`src/rtl/sof_pkg.sv`:
```
package sof_pkg;

  localparam int unsigned MAX_PAYLOAD_DEF = 64;
  localparam logic [7:0]  SOF_BYTE        = 8'h7E;
  localparam logic [7:0]  ERR_LIMIT_RST   = 8'd3;

  typedef enum logic [2:0] {
    ST_OK       = 3'd0,
    ST_BAD_LEN  = 3'd1,
    ST_OVERFLOW = 3'd2,
    ST_HDR_CSUM = 3'd3,
    ST_DAT_CSUM = 3'd4
  } status_t;

  typedef struct packed {
    status_t     status;
    logic [15:0] frm_id;
    logic [15:0] msg_kind;
    logic [6:0]  pay_len;
    logic [7:0]  hdr_csum;
    logic [7:0]  pay_csum;
    logic [7:0]  payload_byte;
    logic [5:0]  byte_index;
    logic        last;
    logic [31:0] frames_parsed;
    logic [31:0] parse_errors;
    logic [7:0]  error_run;
  } result_t;

endpackage

```
`src/rtl/sof_ram.sv`:
```
module sof_ram #(
  parameter int unsigned WIDTH = 8,
  parameter int unsigned DEPTH = 64
) (
  input  logic                                     clk,
  input  logic                                     we,
  input  logic [(DEPTH > 1 ? $clog2(DEPTH) : 1)-1:0] waddr,
  input  logic [WIDTH-1:0]                         wdata,
  input  logic                                     re,
  input  logic [(DEPTH > 1 ? $clog2(DEPTH) : 1)-1:0] raddr,
  output logic [WIDTH-1:0]                         rdata
);

  logic [WIDTH-1:0] mem [DEPTH];

  // read data holds while re is low
  always_ff @(posedge clk) begin
    if (we) begin
      mem[waddr] <= wdata;
    end
    if (re) begin
      rdata <= mem[raddr];
    end
  end

endmodule

```
`src/rtl/sof_length_frame_parser.sv`:
```
// Timing: an error or empty-frame result is registered on the edge that accepts the
//   closing word and shows in the next cycle; a payload run passes S_RD_ISSUE then S_RD_LOAD.
// Throughput: one header or payload word per cycle while in_stall is low; readout of an N-word
//   payload does one RAM read issue plus one output load per word, input stalled meanwhile.
// Reset: rst_n synchronous, active low; clears parser, counters, output valid and sets
//   error_limit to 3. The payload RAM is not cleared.
module sof_length_frame_parser
  import sof_pkg::*;
#(
  parameter int unsigned MAX_PAYLOAD = MAX_PAYLOAD_DEF
) (
  input  logic        clk,
  input  logic        rst_n,
  // input word channel
  input  logic        in_valid,
  output logic        in_stall,
  input  logic [7:0]  in_rx_byte,
  // result channel
  output logic        out_valid,
  input  logic        out_stall,
  output logic [2:0]  out_status,
  output logic [15:0] out_frm_id,
  output logic [15:0] out_msg_kind,
  output logic [6:0]  out_pay_len,
  output logic [7:0]  out_hdr_csum,
  output logic [7:0]  out_pay_csum,
  output logic [7:0]  out_payload_byte,
  output logic [5:0]  out_byte_index,
  output logic        out_last,
  output logic [31:0] out_frames_parsed,
  output logic [31:0] out_parse_errors,
  output logic [7:0]  out_error_run,
  // error_limit write port
  input  logic        cfg_valid,
  output logic        cfg_ready,
  input  logic [7:0]  cfg_data
);

  localparam int unsigned AW = (MAX_PAYLOAD > 1) ? $clog2(MAX_PAYLOAD) : 1;

  typedef enum logic [3:0] {
    S_HUNT, S_ID_L, S_ID_H, S_LEN_L, S_LEN_H, S_TYPE_L, S_TYPE_H,
    S_HCSUM, S_DATA, S_DCSUM, S_RD_ISSUE, S_RD_LOAD
  } state_t;

  state_t      state_r;
  logic [15:0] id_r;
  logic [15:0] type_r;
  logic [7:0]  len_lo_r;   // low length byte until the high byte arrives
  logic [6:0]  len_r;      // low seven length bits; can exceed MAX_PAYLOAD after a failed check
  logic [7:0]  hsum_r;
  logic [7:0]  hcsum_r;
  logic [7:0]  psum_r;
  logic [7:0]  dcsum_r;
  logic [6:0]  cnt_r;      // payload words written so far
  logic [6:0]  rd_idx_r;   // readout position
  logic [31:0] good_r;
  logic [31:0] bad_r;
  logic [7:0]  streak_r;
  logic [7:0]  error_limit_r;
  logic        out_valid_r;
  result_t     out_r;

  logic        in_acc;
  logic        out_free;
  logic        readout;
  logic [7:0]  hsum_add;
  logic [15:0] len_full;
  logic        len_big;
  logic [6:0]  cnt_inc;
  logic        err_fire;
  status_t     err_code;
  logic [31:0] good_inc;
  logic [31:0] bad_inc;
  logic [7:0]  streak_inc;
  logic [7:0]  streak_err;
  logic        ram_we;
  logic        ram_re;
  logic [7:0]  ram_rdata;
  logic        rd_last;

  assign readout  = (state_r == S_RD_ISSUE) || (state_r == S_RD_LOAD);
  assign out_free = !out_valid_r || !out_stall;
  // hold input during payload readout, or while a result waits to be taken
  assign in_stall = readout || (out_valid_r && out_stall);
  assign in_acc   = in_valid && !in_stall;
  assign cfg_ready = 1'b1;

  assign hsum_add = hsum_r + in_rx_byte;
  assign len_full = {in_rx_byte, len_lo_r};
  assign len_big  = len_full > 16'(MAX_PAYLOAD);
  assign cnt_inc  = cnt_r + 7'd1;
  assign rd_last  = (rd_idx_r + 7'd1) >= len_r;

  // saturating counters
  assign good_inc   = (good_r == '1) ? good_r : good_r + 32'd1;
  assign bad_inc    = (bad_r == '1) ? bad_r : bad_r + 32'd1;
  assign streak_inc = (streak_r == '1) ? streak_r : streak_r + 8'd1;
  // run clears once it reaches the limit
  assign streak_err = (streak_inc >= error_limit_r) ? 8'd0 : streak_inc;

  always_comb begin
    err_fire = 1'b0;
    err_code = ST_OK;
    if (in_acc) begin
      unique case (state_r)
        S_LEN_H: begin
          err_fire = len_big;
          err_code = ST_BAD_LEN;
        end
        S_HCSUM: begin
          err_fire = in_rx_byte != hsum_r;
          err_code = ST_HDR_CSUM;
        end
        S_DCSUM: begin
          err_fire = in_rx_byte != psum_r;
          err_code = ST_DAT_CSUM;
        end
        default: begin
          err_fire = 1'b0;
          err_code = ST_OK;
        end
      endcase
    end
  end

  assign ram_we = in_acc && (state_r == S_DATA);
  assign ram_re = state_r == S_RD_ISSUE;

  sof_ram #(
    .WIDTH (8),
    .DEPTH (MAX_PAYLOAD)
  ) u_payload_ram (
    .clk   (clk),
    .we    (ram_we),
    .waddr (cnt_r[AW-1:0]),
    .wdata (in_rx_byte),
    .re    (ram_re),
    .raddr (rd_idx_r[AW-1:0]),
    .rdata (ram_rdata)
  );

  always_ff @(posedge clk) begin
    if (!rst_n) begin
      state_r       <= S_HUNT;
      id_r          <= '0;
      type_r        <= '0;
      len_lo_r      <= '0;
      len_r         <= '0;
      hsum_r        <= '0;
      hcsum_r       <= '0;
      psum_r        <= '0;
      dcsum_r       <= '0;
      cnt_r         <= '0;
      rd_idx_r      <= '0;
      good_r        <= '0;
      bad_r         <= '0;
      streak_r      <= '0;
      error_limit_r <= ERR_LIMIT_RST;
      out_valid_r   <= 1'b0;
    end else begin
      if (cfg_valid) begin
        error_limit_r <= cfg_data;
      end
      if (out_valid_r && !out_stall) begin
        out_valid_r <= 1'b0;
      end

      if (in_acc) begin
        unique case (state_r)
          S_HUNT: begin
            if (in_rx_byte == SOF_BYTE) begin
              id_r     <= '0;
              type_r   <= '0;
              len_lo_r <= '0;
              len_r    <= '0;
              hsum_r   <= in_rx_byte;
              psum_r   <= '0;
              cnt_r    <= '0;
              state_r  <= S_ID_L;
            end
          end
          S_ID_L: begin
            id_r[7:0] <= in_rx_byte;
            hsum_r    <= hsum_add;
            state_r   <= S_ID_H;
          end
          S_ID_H: begin
            id_r[15:8] <= in_rx_byte;
            hsum_r     <= hsum_add;
            state_r    <= S_LEN_L;
          end
          S_LEN_L: begin
            len_lo_r <= in_rx_byte;
            hsum_r   <= hsum_add;
            state_r  <= S_LEN_H;
          end
          S_LEN_H: begin
            hsum_r  <= hsum_add;
            len_r   <= len_full[6:0];
            state_r <= S_TYPE_L;
          end
          S_TYPE_L: begin
            type_r[7:0] <= in_rx_byte;
            hsum_r      <= hsum_add;
            state_r     <= S_TYPE_H;
          end
          S_TYPE_H: begin
            type_r[15:8] <= in_rx_byte;
            hsum_r       <= hsum_add;
            state_r      <= S_HCSUM;
          end
          S_HCSUM: begin
            hcsum_r <= in_rx_byte;
            state_r <= (len_r == 7'd0) ? S_DCSUM : S_DATA;
          end
          S_DATA: begin
            psum_r <= psum_r + in_rx_byte;
            cnt_r  <= cnt_inc;
            if (cnt_inc >= len_r) begin
              state_r <= S_DCSUM;
            end
          end
          S_DCSUM: begin
            // good frame only; a bad data sum is handled below
            if (!err_fire) begin
              good_r   <= good_inc;
              streak_r <= '0;
              dcsum_r  <= in_rx_byte;
              rd_idx_r <= '0;
              if (len_r == 7'd0) begin
                // empty frame: single result, no readout
                out_valid_r         <= 1'b1;
                out_r.status        <= ST_OK;
                out_r.frm_id        <= id_r;
                out_r.msg_kind      <= type_r;
                out_r.pay_len       <= len_r;
                out_r.hdr_csum      <= hcsum_r;
                out_r.pay_csum      <= in_rx_byte;
                out_r.payload_byte  <= '0;
                out_r.byte_index    <= '0;
                out_r.last          <= 1'b1;
                out_r.frames_parsed <= good_inc;
                out_r.parse_errors  <= bad_r;
                out_r.error_run     <= '0;
                state_r             <= S_HUNT;
              end else begin
                state_r <= S_RD_ISSUE;
              end
            end
          end
          default: begin
            state_r <= S_HUNT;
          end
        endcase
      end

      // payload readout: issue RAM read, then load the word when output is free
      if (state_r == S_RD_ISSUE) begin
        state_r <= S_RD_LOAD;
      end
      if ((state_r == S_RD_LOAD) && out_free) begin
        out_valid_r         <= 1'b1;
        out_r.status        <= ST_OK;
        out_r.frm_id        <= id_r;
        out_r.msg_kind      <= type_r;
        out_r.pay_len       <= len_r;
        out_r.hdr_csum      <= hcsum_r;
        out_r.pay_csum      <= dcsum_r;
        out_r.payload_byte  <= ram_rdata;
        out_r.byte_index    <= rd_idx_r[5:0];
        out_r.last          <= rd_last;
        out_r.frames_parsed <= good_r;
        out_r.parse_errors  <= bad_r;
        out_r.error_run     <= streak_r;
        rd_idx_r            <= rd_idx_r + 7'd1;
        state_r             <= rd_last ? S_HUNT : S_RD_ISSUE;
      end

      // any error: one result, back to hunting
      if (err_fire) begin
        bad_r                 <= bad_inc;
        streak_r              <= streak_err;
        out_valid_r           <= 1'b1;
        out_r                 <= '0;
        out_r.status          <= err_code;
        out_r.last            <= 1'b1;
        out_r.frames_parsed   <= good_r;
        out_r.parse_errors    <= bad_inc;
        out_r.error_run       <= streak_err;
        state_r               <= S_HUNT;
      end
    end
  end

  assign out_valid         = out_valid_r;
  assign out_status        = out_r.status;
  assign out_frm_id        = out_r.frm_id;
  assign out_msg_kind      = out_r.msg_kind;
  assign out_pay_len       = out_r.pay_len;
  assign out_hdr_csum      = out_r.hdr_csum;
  assign out_pay_csum      = out_r.pay_csum;
  assign out_payload_byte  = out_r.payload_byte;
  assign out_byte_index    = out_r.byte_index;
  assign out_last          = out_r.last;
  assign out_frames_parsed = out_r.frames_parsed;
  assign out_parse_errors  = out_r.parse_errors;
  assign out_error_run     = out_r.error_run;

`ifndef SYNTHESIS
  // readout never runs past the stored payload
  a_rd_in_range: assert property (@(posedge clk) disable iff (!rst_n)
    (state_r == S_RD_LOAD) |-> (rd_idx_r < len_r))
    else $error("readout index beyond frame length");

  // no word is taken while the buffer is being read out
  a_no_accept_readout: assert property (@(posedge clk) disable iff (!rst_n)
    readout |-> in_stall)
    else $error("input accepted during readout");

  // an error result always closes its run
  a_err_last: assert property (@(posedge clk) disable iff (!rst_n)
    (out_valid_r && (out_r.status != ST_OK)) |-> out_r.last)
    else $error("error result without last");

  // a readout load only happens into a free output register
  a_load_free: assert property (@(posedge clk) disable iff (!rst_n)
    (state_r == S_RD_LOAD && out_valid_r && out_stall) |=> (state_r == S_RD_LOAD))
    else $error("readout advanced while output stalled");
`endif

endmodule

```
`config.mk`:
```
export PLATFORM = sky130hd
export DESIGN_NAME = sof_length_frame_parser
export DESIGN_NICKNAME = d
export VERILOG_FILES = /design/src/rtl/sof_pkg.sv /design/src/rtl/sof_ram.sv /design/src/rtl/sof_length_frame_parser.sv
export SDC_FILE = /design/constraint.sdc
export NUM_CORES = 1
export LEC_CHECK = 0
export BUFFER_PORTS_ARGS = -buffer_cell sky130_fd_sc_hd__clkbuf_2
export CORE_ASPECT_RATIO = 1.25
export CORE_MARGIN = 4
export CORE_UTILIZATION = 40
export DETAILED_ROUTE_END_ITERATION = 8
export GPL_TIMING_DRIVEN = 0
export PLACE_DENSITY = 0.56
export SKIP_CTS_REPAIR_TIMING = 1
export SYNTH_ARGS = -nofsm -noshare
export SYNTH_HDL_FRONTEND = slang
export SYNTH_SLANG_ARGS = --single-unit
```
`constraint.sdc`:
```
create_clock -name clk -period 16.5 [get_ports clk]
set_input_delay 3.3 -clock clk [delete_from_list [all_inputs] [get_ports clk]]
set_output_delay 3.3 -clock clk [all_outputs]
set_load 0.02 [all_outputs]
```
After elaboration in Yosys (flattened, before gate mapping) --
Memory sizes are Yosys's and may differ from the RTL's. A register that Yosys moved wholly into a read port is not among the register bits. Index checks and enable logic that the tools add are counted. Widths: inputs -> output; s select.
Cells by class: multiplexer cells 50, magnitude comparators 4, div/mod/pow operators 0, reduce and logical (&&, ||, !) cells 45, multipliers 0, bitwise logic cells 2, $add $sub $neg 7, shift-type cells 0, equal/unequal tests 21
Operator list (count):
- $mux 145 | 5
- $pmux 8 s2 | 7
- $add 32x1->32 const B | 2
- $eq 32x32->1 const B | 2
- $mux 32 | 2
- $mux 8 | 7
- $pmux 4 s10 | 1
- $mux 7 | 5
- $reduce_and 3->1 | 11
- $mux 4 | 7
- $pmux 7 s2 | 2
- $reduce_bool 2->1 | 12
- $add 8x8->8 | 2
- $eq 4x3->1 const B | 4
- $eq 4x4->1 const B | 4
- $gt 16x7->1 const B | 1
- $mux 16 | 1
- $ne 8x8->1 | 2
- $add 7x1->7 const B | 2
- $ge 7x7->1 | 2
- $reduce_bool 3->1 | 4
- $mux 1 | 10
- $pmux 3 s3 | 1
- $add 8x1->8 const B | 1
- other kinds (21) | 32
Word-level totals: memory bits (read-only) 0, RAM bits 512, memories kept 1, latch bits 0, input bits 21, bits in registers 323
Memories:
- u_payload_ram.mem | depth 64, width 8, read ports 1, clocked after Yosys merged registers in 1, wr ports 1, RTL line sof_ram.sv:14 | logic [WIDTH-1:0] mem [DEPTH];

Depth between registers and ports, before layout --
depth after elaboration 10, gate-level depth with buffers 15, mapped depth without buffers 14

Cells and area by module --
From an unflattened synthesis, not the netlist that was laid out.
Unflattened totals: cell total of the unflattened synthesis 2502, area total of the unflattened synthesis 35693.0 um2
By module, submodules not included:
- sof_ram | cells an instance 931, instances 1, area each 20174.3 um2
- sof_length_frame_parser | cells an instance 1571, instances 1, area each 15518.6 um2

Least setup slack after synthesis --
No wires, ideal clock.
kind input to register, start point input port in_rx_byte[6], end point register out_r, in the netlist out_byte_index[0], enable pin, required time 15800 ps, cell stages on the path 8, path slack 4519 ps, data arrival time 11281 ps, cells stage by stage buf_2 inv_1 a221oi_1 o221ai_1 a21oi_1 o21ai_0 a21oi_1 o22ai_1
On the way: word-level cells in the longest chain between the ends 5, elaborated cells on any way between the ends 9, classes of those cells order compare (1); eq/ne (2); mux (2); reduce/logical (4)
Ends and longest elaborated chain:
- from (decl) | RTL line sof_length_frame_parser.sv:17 | input logic [7:0] in_rx_byte,
- $gt 16x7->1 (tied with other cells) | RTL line sof_length_frame_parser.sv:91 | assign len_big = len_full > 16'(MAX_PAYLOAD);
- $pmux 1 s3 (*) | RTL line sof_length_frame_parser.sv:106 | unique case (state_r)
- $mux 1 (*) | RTL line sof_length_frame_parser.sv:105 | if (in_acc) begin
- $reduce_bool 3->1 (no line)
- $reduce_and 4->1 (no line) (*)
- to (decl) | RTL line sof_length_frame_parser.sv:62 | result_t out_r;
Every way passes the cells marked *; elsewhere a longest branch is shown, timed or not. A chain may end at the register's enable or synchronous reset.

Worst setup path after layout --
start point input port out_stall, end point output port in_stall
On the way: word-level cells in the longest chain between the ends 2
Ends and longest elaborated chain:
- from (decl) | RTL line sof_length_frame_parser.sv:20 | input logic out_stall,
- $logic_and 1x1->1 | RTL line sof_length_frame_parser.sv:85 | assign in_stall = readout || (out_valid_r && out_stall);
- $logic_or 1x1->1 | RTL line sof_length_frame_parser.sv:85
- to (decl) | RTL line sof_length_frame_parser.sv:16 | output logic in_stall,
No other way between the ends.

==> results.json <==
{
  "relSlewSlack": 0.161,
  "cts_tree": "yes",
  "synth_compound_area_frac": 0.0375,
  "cts_max_level": 3,
  "drv_slew": 0,
  "grt_max_degree": 72,
  "antenna_found_initial": 1,
  "numCtsBuffers": 87,
  "timing.rr.end": "u_payload_ram.rdata[1]",
  "wl_um": 92000,
  "die_area_um2": 93100,
  "gp_congestion": 0.873,
  "synth_top_family_by_area": "multiplexers",
  "clock_sinks": 843,
  "period_needed_ns": 7.09,
  "netlist_instances": 2353,
  "cp-endpoint": "in_stall",
  "avgRoutedWirePerCell_um": 23.8,
  "clk_pin_slew_worst_paths_ns": 0.06,
  "fin_cells": 3858,
  "grt_pass1_vias": 21351,
  "synth.mux.area_fraction": 0.123,
  "synth_fa_ha_area_frac": 0.0157,
  "gr-total-overflow": 0,
  "mostFrequentLayoutCells": "edfxtp_1, nor2_1, dfxtp_1",
  "layout_commonest_cell": "edfxtp_1",
  "synth-warning-count": 0,
  "status": "finished, final reports clean",
  "pwr_density_cell_nw_per_um2": 115,
  "reg2reg_from": "rd_idx_r[0]",
  "viasPerCell": 5.45,
  "hold_viol": 0,
  "multi_input_area_um2": 11100,
  "rsz0062_at_grt": "false",
  "vias": 21011,
  "clock-root-buffer": "clkbuf_16",
  "critPathCaptureType": "output port",
  "yosys.area_share.simple": 0.107,
  "place_hpwl_um": 63100,
  "synth_edf_count": 665,
  "drt_pass1_iterations": 7,
  "reg2reg_depth": 6,
  "cts_buffer_depth": 3,
  "setup_viol": 0,
  "drc": 0,
  "reg2reg_slack_ns": 12.18,
  "p_leak_nw": 13.2,
  "max-cap-violations": 0,
  "syn_area_um2": 35300,
  "skew_ns": 0.0433,
  "pin_count": 169,
  "drt_iter0_drc": 1798,
  "cp.required_ns": 13.20,
  "startpoint": "out_stall",
  "layout.nets": 2682,
  "die_h_um": 340,
  "crit_path_start_kind": "input pin",
  "synth_seq_cells": 843,
  "die-width_um": 274,
  "ir_drop_mv": 0.0858,
  "worst_ep_arrival_time_ns": 3.79,
  "synth-xor-area-share": 0.0292,
  "clk_latency_ns": 0.66,
  "place_ws_ns": 8.80,
  "synth-async-reset-ratio": 0,
  "worst_pin_slew_ns": 1.26,
  "num_rows": 121,
  "utilization": 0.466,
  "critPathMaxFanout": 5,
  "place_inst": 3694,
  "insertedDiodeCount": 0,
  "drt.antenna.violating_nets": 0,
  "synth-main-ff-cell": "edfxtp_1",
  "syn2layout_area_growth_pct": 15.3,
  "worst_slack_ns": 9.41,
  "crit_type": "in2out",
  "fin_crit_sh": 0.430,
  "seq_area_frac_synth": 0.667,
  "layout-drive-gt1-share": 0.196,
  "io_buffer_count": 166,
  "grt_pass1_wl_um": 137000,
  "fmax_ghz": 0.141,
  "syn_area_per_cell_um2": 15.0,
  "grtUsageTotal": 0.196,
  "synthDistinctLibCells": 77,
  "core-area_um2": 87400,
  "synth.net_count": 2417,
  "hold_path_class": "reg2reg",
  "ff_latch_area_um2": 23500,
  "n_fill_cell": 7650,
  "start_util": 0.404
}
==> cell families after synthesis <==
family          count (synthesis)
simple gates                  746
fa+ha+maj                      43
other cells                     1
mux                           224
compound gates                206
flops                         843
buf+inv                       174
xor+xnor                      116
==> area by class of cell <==
cell class                 instances  share of cell area
clock inverter                    51              0.0126
timing repair buffer             176              0.0266
sequential                       843               0.579
inverter                          27             0.00249
multi-input combinational       1336               0.272
buffer                           147              0.0150
clock buffer                     110              0.0569
tap                             1168              0.0359
==> how the worst min path moves through the flow <==
stage                     startpoint  endpoint  slack (ns)  cells past startpoint
final                        id_r[7]   id_r[7]        0.45                      2
after CTS                   id_r[10]  id_r[10]        0.45                      2
after global placement       id_r[5]   id_r[5]        0.44                      2
after global routing        id_r[10]  id_r[10]        0.48                      2
after floorplan             id_r[14]  id_r[14]        0.43                      2
after detailed placement    id_r[15]  id_r[15]        0.44                      2
==> metrics by stage <==
step	total power [mW]	hold WS, ns	setup TNS, ns	area (um2)
finish	4.66	0.455	0	40700
CTS	4.70	0.455	0	40600
global placement	2.74	0.435	-69.23	37600
detailed placement	2.75	0.444	0	37800
floorplan	2.62	0.427	0	35300
global route	4.83	0.475	0	40700
==> sequential cells by signal (all words and copies together), names as in the netlist, 16 cells and up <==
signal / cells
type_r: 16
bad_r: 32
out_frames_parsed: 32
out_frm_id: 16
u_payload_ram.mem: 512
good_r: 32
id_r: 16
out_msg_kind: 16
out_parse_errors: 32
==> per-layer routing <==
metal	vias up	GRT usage	part of all wire	routed length, um
li1	9496	-	-	-
met1	10738	0.249	0.40	37000
met2	631	0.341	0.51	46800
met3	146	0.0312	0.057	5230
met4	0	0.0673	0.032	2960
met5	-	0	0	0
==> critical path: stages <==
cell	delay, ns
clkbuf_2	0.09
nand2_1	0.10
nand2_1	0.10
clkbuf_2	0.20
==> power by group <==
part | switching (mW) | leakage (nW) | internal [mW]
Clock | 0.834 | 1.37 | 1.12
Sequential | 0.0224 | 7.21 | 2.33
Combinational | 0.249 | 4.64 | 0.107
==> cells in the mapped netlist, drive strengths merged, types with 12 or more instances <==
cell type	instances	share of area
edfxtp	665	0.57
nor2	205	0.022
dfxtp	178	0.10
mux4	168	0.11
nand2	145	0.015
clkbuf	101	0.011
nand3	84	0.012
a21oi	81	0.012
and2	66	0.012
xor2	65	0.016
mux2i	53	0.015
nor3	52	0.0074
xnor2	51	0.013
buf	46	0.0066
nand2b	43	0.0076
ha	41	0.015
nor4	38	0.0090
a22oi	26	0.0055
inv	26	0.0028
o21ai	26	0.0037
and3	21	0.0037
nand4	20	0.0035
or3	16	0.0028
nor2b	13	0.0023
a21o	12	0.0026
a22o	12	0.0030
Power figures use the tool's default switching activity.
